File: src/sv/frst_pkg.sv
// shared constants and controller/datapath interface types for the slot table
package frst_pkg;

  localparam int NUM_CLIENTS      = 16;
  localparam int SLOTS_PER_CLIENT = 32;

  localparam int CLIENT_W  = (NUM_CLIENTS > 1) ? $clog2(NUM_CLIENTS) : 1;
  localparam int SLOT_W    = (SLOTS_PER_CLIENT > 1) ? $clog2(SLOTS_PER_CLIENT) : 1;
  localparam int ENT_DEPTH = NUM_CLIENTS << SLOT_W;

  localparam int ID_W    = 16;
  localparam int TIME_W  = 32;
  localparam int TMO_W   = 16;
  localparam int COUNT_W = 10;
  localparam int ENT_W   = ID_W + TIME_W;

  typedef enum logic [1:0] {
    CMD_LOOKUP = 2'd0,
    CMD_TICK   = 2'd1,
    CMD_SWEEP  = 2'd2,
    CMD_NONE   = 2'd3
  } frst_command_t;

  typedef struct packed {
    logic accept;
    logic tick;
    logic row_rd;
    logic scan;
    logic update;
    logic load_out;
  } frst_cmd_t;

  typedef struct packed {
    logic lookup_ok;
    logic is_tick;
    logic is_sweep;
    logic idx_last;
    logic row_last;
  } frst_status_t;

endpackage

File: src/sv/frst_ctrl.sv
// controller state machine sequencing lookups, ticks and sweeps
module frst_ctrl (
  input  logic                 clk,
  input  logic                 rst,
  input  logic                 in_valid,
  output logic                 in_ready,
  output logic                 out_valid,
  input  logic                 out_ready,
  input  frst_pkg::frst_status_t status,
  output frst_pkg::frst_cmd_t    cmd
);
  import frst_pkg::*;

  typedef enum logic [2:0] {
    S_IDLE,
    S_DEC,
    S_ROW,
    S_SCAN,
    S_DRAIN,
    S_UPD,
    S_FIN
  } state_t;

  state_t state;
  logic   out_free;

  assign out_free = !out_valid || out_ready;

  always_comb begin
    cmd          = '0;
    cmd.accept   = (state == S_IDLE) && in_valid && in_ready;
    cmd.tick     = (state == S_DEC) && status.is_tick;
    cmd.row_rd   = (state == S_ROW);
    cmd.scan     = (state == S_SCAN);
    cmd.update   = (state == S_UPD);
    cmd.load_out = (state == S_FIN) && out_free;
  end

  always_ff @(posedge clk) begin
    if (rst) begin
      state     <= S_IDLE;
      in_ready  <= 1'b0;
      out_valid <= 1'b0;
    end else begin
      // a new result loads as the old one leaves, otherwise hold until taken
      out_valid <= cmd.load_out || (out_valid && !out_ready);
      unique case (state)
        S_IDLE: begin
          in_ready <= !(in_valid && in_ready);
          if (in_valid && in_ready) begin
            state <= S_DEC;
          end
        end
        S_DEC: begin
          if (status.lookup_ok || status.is_sweep) begin
            state <= S_ROW;
          end else begin
            state <= S_FIN;
          end
        end
        S_ROW: state <= S_SCAN;
        S_SCAN: begin
          if (status.idx_last) begin
            state <= S_DRAIN;
          end
        end
        S_DRAIN: state <= S_UPD;
        S_UPD: begin
          if (status.is_sweep && !status.row_last) begin
            state <= S_ROW;
          end else begin
            state <= S_FIN;
          end
        end
        S_FIN: begin
          if (out_free) begin
            in_ready <= 1'b1;
            state    <= S_IDLE;
          end
        end
        default: state <= S_IDLE;
      endcase
    end
  end

endmodule

File: config.mk
export PLATFORM = sky130hd
export DESIGN_NAME = frst_ctrl
export DESIGN_NICKNAME = d
export VERILOG_FILES = /design/src/sv/frst_pkg.sv /design/src/sv/frst_ctrl.sv
export SDC_FILE = /design/constraint.sdc
export NUM_CORES = 1
export LEC_CHECK = 0
export ABC_AREA = 1
export CAP_MARGIN = 10
export CORE_MARGIN = 4
export CORE_UTILIZATION = 25
export DETAILED_ROUTE_END_ITERATION = 10
export DONT_BUFFER_PORTS = 1
export GPL_TIMING_DRIVEN = 0
export PLACE_DENSITY_LB_ADDON = 0.12
export SLEW_MARGIN = 20
export SYNTH_ARGS = -nofsm -noshare
export SYNTH_HDL_FRONTEND = slang
export SYNTH_SLANG_ARGS = --single-unit
export TNS_END_PERCENT = 10
File: constraint.sdc
create_clock -name clk -period 1.7 [get_ports clk]
set_input_delay 0.085 -clock clk [delete_from_list [all_inputs] [get_ports clk]]
set_output_delay 0.085 -clock clk [all_outputs]
set_load 0.02 [all_outputs]
After elaboration in Yosys (flattened, before gate mapping):

Cells that the tools add are included.
Widths: inputs -> output; s select.

* equal/unequal tests: 9
* muxes and demuxes: 8
* reductions and logical operators: 18

Operator list (count)
* $pmux 3 s7: 1
* $mux 3: 5
* $eq 3x3->1 const B: 3
* $logic_and 1x1->1: 7
* $eq 3x2->1 const B: 2
* $logic_not 1->1: 4
* $ne 2x2->1 const B: 2
* $eq 3x1->1 const B: 1
* $logic_not 3->1: 1
* $logic_or 1x1->1: 3
* $reduce_and 3->1: 1
* $ne 2x1->1 const B: 1
* $pmux 1 s2: 1
* $reduce_and 2->1: 1
* $reduce_bool 2->1: 1
* $mux 1: 1

* bits in registers: 5
* bits of input ports: 9
* output and inout bits: 8
* word-level logic and storage cells: 38

Depth between registers and ports, before layout:

Gate-level depths: netlist of the first run.

* depth after elaboration: 4
* depth in mapped cells: 7
* gate-level depth less buffers: 7

Worst setup path before layout of the first run:

Ideal clock, no wire load.

* path kind: flip-flop to flip-flop
* start: register state[0]
* end: register in_ready
* setup time: 0.133 ns
* arrival time: 0.987 ns
* required time: 1.567 ns
* setup slack: 0.580 ns
* stages on the path, launching flop included: 5
* buffers on the path: 0
* clock period less this slack: 1.120 ns
* cell sequence: dfxtp_1 -> nor2_1 -> nand2_1 -> nor2_1 -> nor2_1

* longest elaborated chain between the ends: 3
* elaborated cells on any way between the ends: 6
* classes of those cells: 2 x eq/ne; 1 x mux; 3 x reduce/logical

RTL lines
* start: declaration: RTL line frst_ctrl.sv:24 `state_t state;`
* start signal: assignment: RTL line frst_ctrl.sv:41 `state <= S_IDLE;`
* start signal: assignment: RTL line frst_ctrl.sv:51 `state <= S_DEC;`
* start signal: assignment: RTL line frst_ctrl.sv:56 `state <= S_ROW;`
* $eq 3x3->1 / $logic_not 3->1 (equally long branches): RTL line frst_ctrl.sv:47 `unique case (state)`
* $ne 2x2->1 (no source line) / $reduce_bool 2->1 (equally long branches)
* $reduce_and 2->1 (no source line)
* end signal: assignment: RTL line frst_ctrl.sv:49 `in_ready <= !(in_valid && in_ready);`
* end: declaration: RTL line frst_ctrl.sv:6 `output logic in_ready,`

Several ways; a longest one is shown, not always the timed one.
A chain may end at the register's enable or synchronous reset.

==> flow_summary.yaml, run 1 <==
outcome:
  outcome: "finished, final reports clean"
timing:
  min_period_ns: 1.36
  worst_hold_slack_ns: 0.0761
  setup_tns_ns: 0
  skew_ns: 0.00239
  setup_viol: 0
  hold_viol_final: 0
  setup_ws_ns: 0.344
  relSlewSlack_pct: 71.2
  worstMarginPinSlew_ns: 0.430
  drv_slew: 0
  finalCritPeriodShare_pct: 79.8
  grt_setup_unrepaired: "false"
  timing.fmax_mhz: 737
cts:
  cts_root_buf: "clkbuf_4"
  cts_inserted_buffers: 3
  cts_tree: "built"
  path_clk_slew_ns: 0.04
  cts_resized: 0
  cts_post_setup_buffers_inserted: 0
  h-tree-depth: 1
  worst_skew_pair.late_latency_ns: 0.24
  cts_hold_buf: 1
  clk_path_buf_depth: 2
  clkSinkCount: 5
global_routing:
  grt_max_degree: 10
  track_usage_pct: 9.28
  grt_pass1_wl_um: 1360
  grt.overflow.total: 0
  antenna_found_initial: 0
  first_global_vias: 351
logic_synthesis:
  synth_seq_cells: 5
  yosysTopAreaCell: "dfxtp_1"
  ys_types: 18
  async_reset_ff_share_pct: 0
  netlist_instances: 57
  synth_seq_area_share_pct: 28.7
  synth_top_cells_by_area: "dfxtp_1, inv_1, nand2_1, nor2_1, nand3_1"
  synth_top_area_share_pct: 28.7
  yosysWarningCount: 0
  avgSynthCellArea_um2: 6.12
  postSynthNetCount: 66
  synth-edff-count: 0
  syn_area_um2: 349
  yosys-top-cells-count: "inv_1, nand2_1, nor2_1, dfxtp_1, nand3_1"
  synth_flop_cell: "dfxtp_1"
critical_path:
  cp.arrival_ns: 1.27
  crit_type: "reg2out"
  crit_fanout: 4
  crit_path_start_kind: "flip-flop"
  crit_path_end_kind: "output port"
  cp.required_ns: 1.62
detailed_routing:
  route.detailed.drc: 0
  drt_iter0_drc: 2
  vias: 358
  drt-vias-per-instance: 4.65
  wirelength_um: 765
  drtAntennaViolNets: 0
  wl_per_cell_um: 9.94
  dr.pass1.iters: 3
placed_design:
  dp_hpwl_um: 644
  dp.cells: 72
  place_area_um2: 368
  pre_cts_ws_ns: 0.474
  portBuffers: 0
  globalplace.congestion: 0.778
die:
  die-area_um2: 2060
  chipWidth_um: 45.4
  coreArea_um2: 1300
  io_pins: 17
  initial_core_util_pct: 26.8
  num_rows: 13
  die_height_um: 45.4
finish:
  final_nets: 72
  area_growth_pct: 15.8
  final_cells: 77
  design_area_um2: 404
  drive_gt1_share_pct: 19.4
  post-route-util_pct: 31.1
  diodes: 0
min_path:
  hold_path_class: "in2reg"
power:
  vdd_ir_drop_max_mv: 0.562
  power.leakage_nw: 0.194
  p_total_mw: 0.630
  power_density_nw_per_um2: 1560
job:
  maxCapViolations: 0
## cells by family after synthesis
group                  synth area share, %
AO/OA/AOI/OAI                         11.1
buffers and inverters                 15.1
flip-flops                            28.7
AND/OR/NAND/NOR                       45.2
## cells in the final DEF (no fill, tap or decap), types with 2 or more instances in the layout
master,instances
a21oi_1,2
inv_1,10
o21ai_1,2
o21ai_0,2
nand3b_1,2
clkbuf_4,3
nand2_1,10
inv_2,2
nor2_1,10
nand3_1,4
dfxtp_1,5
## critical path, cell delays in order, from the launching register on
cell,delay [ns]
dfxtp_1,0.37
inv_1,0.07
nor2_1,0.20
inv_1,0.08
nor2_1,0.31
## routing by layer
metal / routed length, µm / up-vias / track usage (%)
met4: 0 / 0 / 1.75
li1: - / 186 / -
met2: 402 / 8 / 15.0
met5: 0 / - / 0
met1: 302 / 164 / 9.83
met3: 60 / 0 / 6.77
## worst paths after layout
path / start / end / slack, ns / cells past startpoint
worst max register to register: state[0]$_SDFFE_PP0P_ / in_ready$_SDFFE_PP0P_ / 0.48 / 4
worst min register to register: state[1]$_SDFFE_PP0P_ / state[1]$_SDFFE_PP0P_ / 0.59 / 2
worst min-delay path: out_ready / out_valid$_SDFF_PP0_ / 0.08 / 3
worst max-delay path: state[0]$_SDFFE_PP0P_ / cmd[1] / 0.34 / 4
## area by class of cell
type	count	area, µm²
fillers	162	897
multi-input cells	39	196
flip-flops and latches	5	100
inverters	12	45.0
clock buffers	4	26.3
well taps	15	18.8
repair buffers	1	10.0
plain buffers	1	7.51
## power by group
group	total (mW)	internal, mW	leakage (nW)	switching [mW]
Combinational	0.299	0.0986	0.138	0.200
Clock	0.137	0.0887	0.0150	0.0484
Sequential	0.194	0.151	0.0411	0.0430
Total	0.630	0.338	0.194	0.292
## registers in the layout (all words and copies together), names as in the netlist
register and cells:
out_valid 1, in_ready 1, state 3
Power figures use the tool's default switching activity.
==> run 2, diff against run 1 <==
--- a/config.mk
+++ b/config.mk
@@ -5,7 +5,7 @@
 export SDC_FILE = /design/constraint.sdc
 export NUM_CORES = 1
 export LEC_CHECK = 0
-export ABC_AREA = 1
+export ABC_AREA = 0
 export CAP_MARGIN = 10
 export CORE_MARGIN = 4
 export CORE_UTILIZATION = 25
==> constraint.sdc (replaced) <==
create_clock -name clk -period 1.4 [get_ports clk]
set_input_delay 0.07 -clock clk [delete_from_list [all_inputs] [get_ports clk]]
set_output_delay 0.07 -clock clk [all_outputs]
set_load 0.02 [all_outputs]
==> run 2 against run 1 <==
Compared with the run above: non-clock buffer count up 2; worst hold slack lost 0.064 ns; via count down 6.7%; area after synthesis rose by 14%; register-to-register slack lost 0.35 ns; utilization fell by 0.49 points; routed wire length increased by 20%; clock power is 22% higher; critical endpoint is now cmd[0]; synthesized cell count is 28% lower; critical path depth decreased by 1; sequential share of layout area is 3.0 points lower; first-iteration DRC count rose to 3.0 times the previous value.
==> flow_summary.yaml, run 2 <==
cts:
  cts_root_buf: "clkbuf_4"
  h-tree-depth: 1
  worst_skew_pair.late_latency_ns: 0.24
  clkSinkCount: 5
  clk_path_buf_depth: 2
  path_clk_slew_ns: 0.04
  cts_tree: "built"
  cts_post_setup_buffers_inserted: 0
  cts_inserted_buffers: 3
finish:
  largest_registers: "state x3, in_ready x1, out_valid x1"
  layout_commonest_cell: "dfxtp_1"
  diodes: 0
  final_nets: 56
  drive_gt1_share_pct: 39.1
  regMostFlops: "state"
  area_growth_pct: 15.7
  largest_reg_flops: 3
  final_cell_mix: "dfxtp_1, buf_6, nor2_1, nor2b_1, clkbuf_4"
global_routing:
  grt.overflow.total: 0
  first_global_vias: 329
  grt_pass1_wl_um: 1370
  grt_max_degree: 11
  antenna_found_initial: 0
  track_usage_pct: 8.91
detailed_routing:
  route.detailed.drc: 0
  wl_per_cell_um: 14.8
  wirelength_um: 920
  vias: 334
  drt-vias-per-instance: 5.39
  dr.pass1.iters: 4
  drtAntennaViolNets: 0
  drt_iter0_drc: 6
logic_synthesis:
  synth_compound_area_share_pct: 28.9
  avgSynthCellArea_um2: 9.70
  yosysTopAreaCell: "dfxtp_1"
  synth-edff-count: 0
  synth.most_common_cell: "dfxtp_1"
  synth_seq_cells: 5
  synth_mux_area_share_pct: 0
  yosysWarningCount: 0
  synth_top_cells_by_area: "dfxtp_1, buf_6, nand3b_4, nor2b_1, o41ai_2"
  synth_top_area_share_pct: 25.2
  syn_area_um2: 398
  synth-simple-area-share_pct: 34.6
  synth_flop_cell: "dfxtp_1"
  synth_top_family_by_area: "simple AND/OR/NAND/NOR gates"
  async_reset_ff_share_pct: 0
  synth_seq_area_share_pct: 25.2
  yosys-top-cells-count: "dfxtp_1, buf_6, inv_1, nor2_1, nor2b_1"
  synth-adder-area-share_pct: 0
  synth_xor_area_share_pct: 0
  postSynthNetCount: 50
  netlist_instances: 41
  ys_types: 27
die:
  chipWidth_um: 47.9
  io_pins: 17
  coreArea_um2: 1510
  initial_core_util_pct: 26.4
  die-area_um2: 2290
  die_height_um: 47.9
  num_rows: 14
critical_path:
  crit_family: "simple AND/OR/NAND/NOR gates"
  slowest_delay_ns: 0.40
  path_buf_inv: 1
  crit_path_start_kind: "flip-flop"
  path_cells: "buf_6 -> nand3b_2 -> nor2b_1"
  crit_type: "reg2out"
  crit_path_end_kind: "output port"
  cp.required_ns: 1.33
  cpMaxStageDelayCell: "nor2b_1"
  cp.arrival_ns: 1.24
  crit_fanout: 10
timing:
  setup_tns_ns: 0
  finalCritPeriodShare_pct: 93.3
  setup_ws_ns: 0.0939
  skew_ns: 0.00157
  worstMarginPinSlew_ns: 0.460
  timing.fmax_mhz: 766
  grt_setup_unrepaired: "false"
  hold_viol_final: 0
  min_period_ns: 1.31
  drv_slew: 0
  relSlewSlack_pct: 69.2
  setup_viol: 0
placed_design:
  dp_hpwl_um: 707
  globalplace.congestion: 0.645
  portBuffers: 0
  pre_cts_ws_ns: 0.129
min_path:
  hold_path_class: "in2reg"
outcome:
  outcome: "finished, final reports clean"
power:
  power.leakage_nw: 0.209
  vdd_ir_drop_max_mv: 0.620
  power_density_nw_per_um2: 1920
job:
  maxCapViolations: 0
run 2: changes by cell type after synthesis, moves of 2 or more:
cell	before	now
inv_2	2	0
inv_1	10	3
nor2_1	10	3
o21ai_0	2	0
nand3_1	4	1
buf_6	0	3
nand2_1	10	2
nor2b_1	0	3
o21ai_1	2	0
nand3b_1	2	0
run 2: per-layer routing:
metal	global-route usage, %	up-vias	share of wire (%)
met5	0	-	0
met4	6.45	0	0
met3	3.38	0	7.0
met2	11.9	13	47
met1	11.5	158	46
li1	-	163	-
run 2: repair_timing:
| item | CTS | global route |
|---|---|---|
| setup endpoints to repair | 0 | 1 |
| hold endpoints to repair | 3 | 0 |
| gates resized for setup | 0 | 2 |
| hold buffers | 1 | 0 |
run 2: kinds of logic (layout without fill, tap and decap cells):
group,after synthesis,after routing
buffers and inverters,6,11
AOI/OAI and AO/OA,12,12
and+or+nand+nor,18,18
DFF,5,5
run 2: where the power goes:
| group | total (mW) | switching [mW] | internal (mW) | leakage (nW) |
|---|---|---|---|---|
| logic | 0.466 | 0.259 | 0.207 | 0.153 |
| clock network | 0.167 | 0.0591 | 0.108 | 0.0150 |
| registers | 0.252 | 0.0676 | 0.185 | 0.0410 |
| total | 0.885 | 0.386 | 0.499 | 0.209 |
run 2: cell type report:
class,instances,area [µm²]
Fill cell,165,1050
Multi-Input combinational cell,30,259
Sequential cell,5,100
Buffer,3,33.8
Clock buffer,4,26.3
Tap cell,16,20.0
Inverter,3,11.3
Timing Repair Buffer,1,10.0
run 2: final timing paths:
check             slack (ns)  cells past startpoint                  start                     to
setup reg to reg        0.13                      4  state[2]$_SDFFE_PP0P_  in_ready$_SDFFE_PP0P_
hold reg to reg         0.60                      2  state[1]$_SDFFE_PP0P_   out_valid$_SDFF_PP0_
setup / recovery        0.09                      3  state[2]$_SDFFE_PP0P_                 cmd[0]
hold / removal          0.01                      2                    rst  in_ready$_SDFFE_PP0P_
run 2: through the flow:
| step | utilization [%] | instances | power, mW | hold WS (ns) | instance area (µm²) |
|---|---|---|---|---|---|
| floorplan | - | 41 | 0.627 | 0.139 | 398 |
| global placement | 27.7 | 57 | 0.692 | 0.144 | 418 |
| detailed placement | 27.7 | 57 | 0.698 | 0.144 | 418 |
| CTS | 30.1 | 62 | 0.876 | 0.00543 | 454 |
| global route | 30.6 | 62 | 0.953 | 0.0249 | 460 |
| finish | 30.6 | 62 | 0.885 | 0.0122 | 460 |
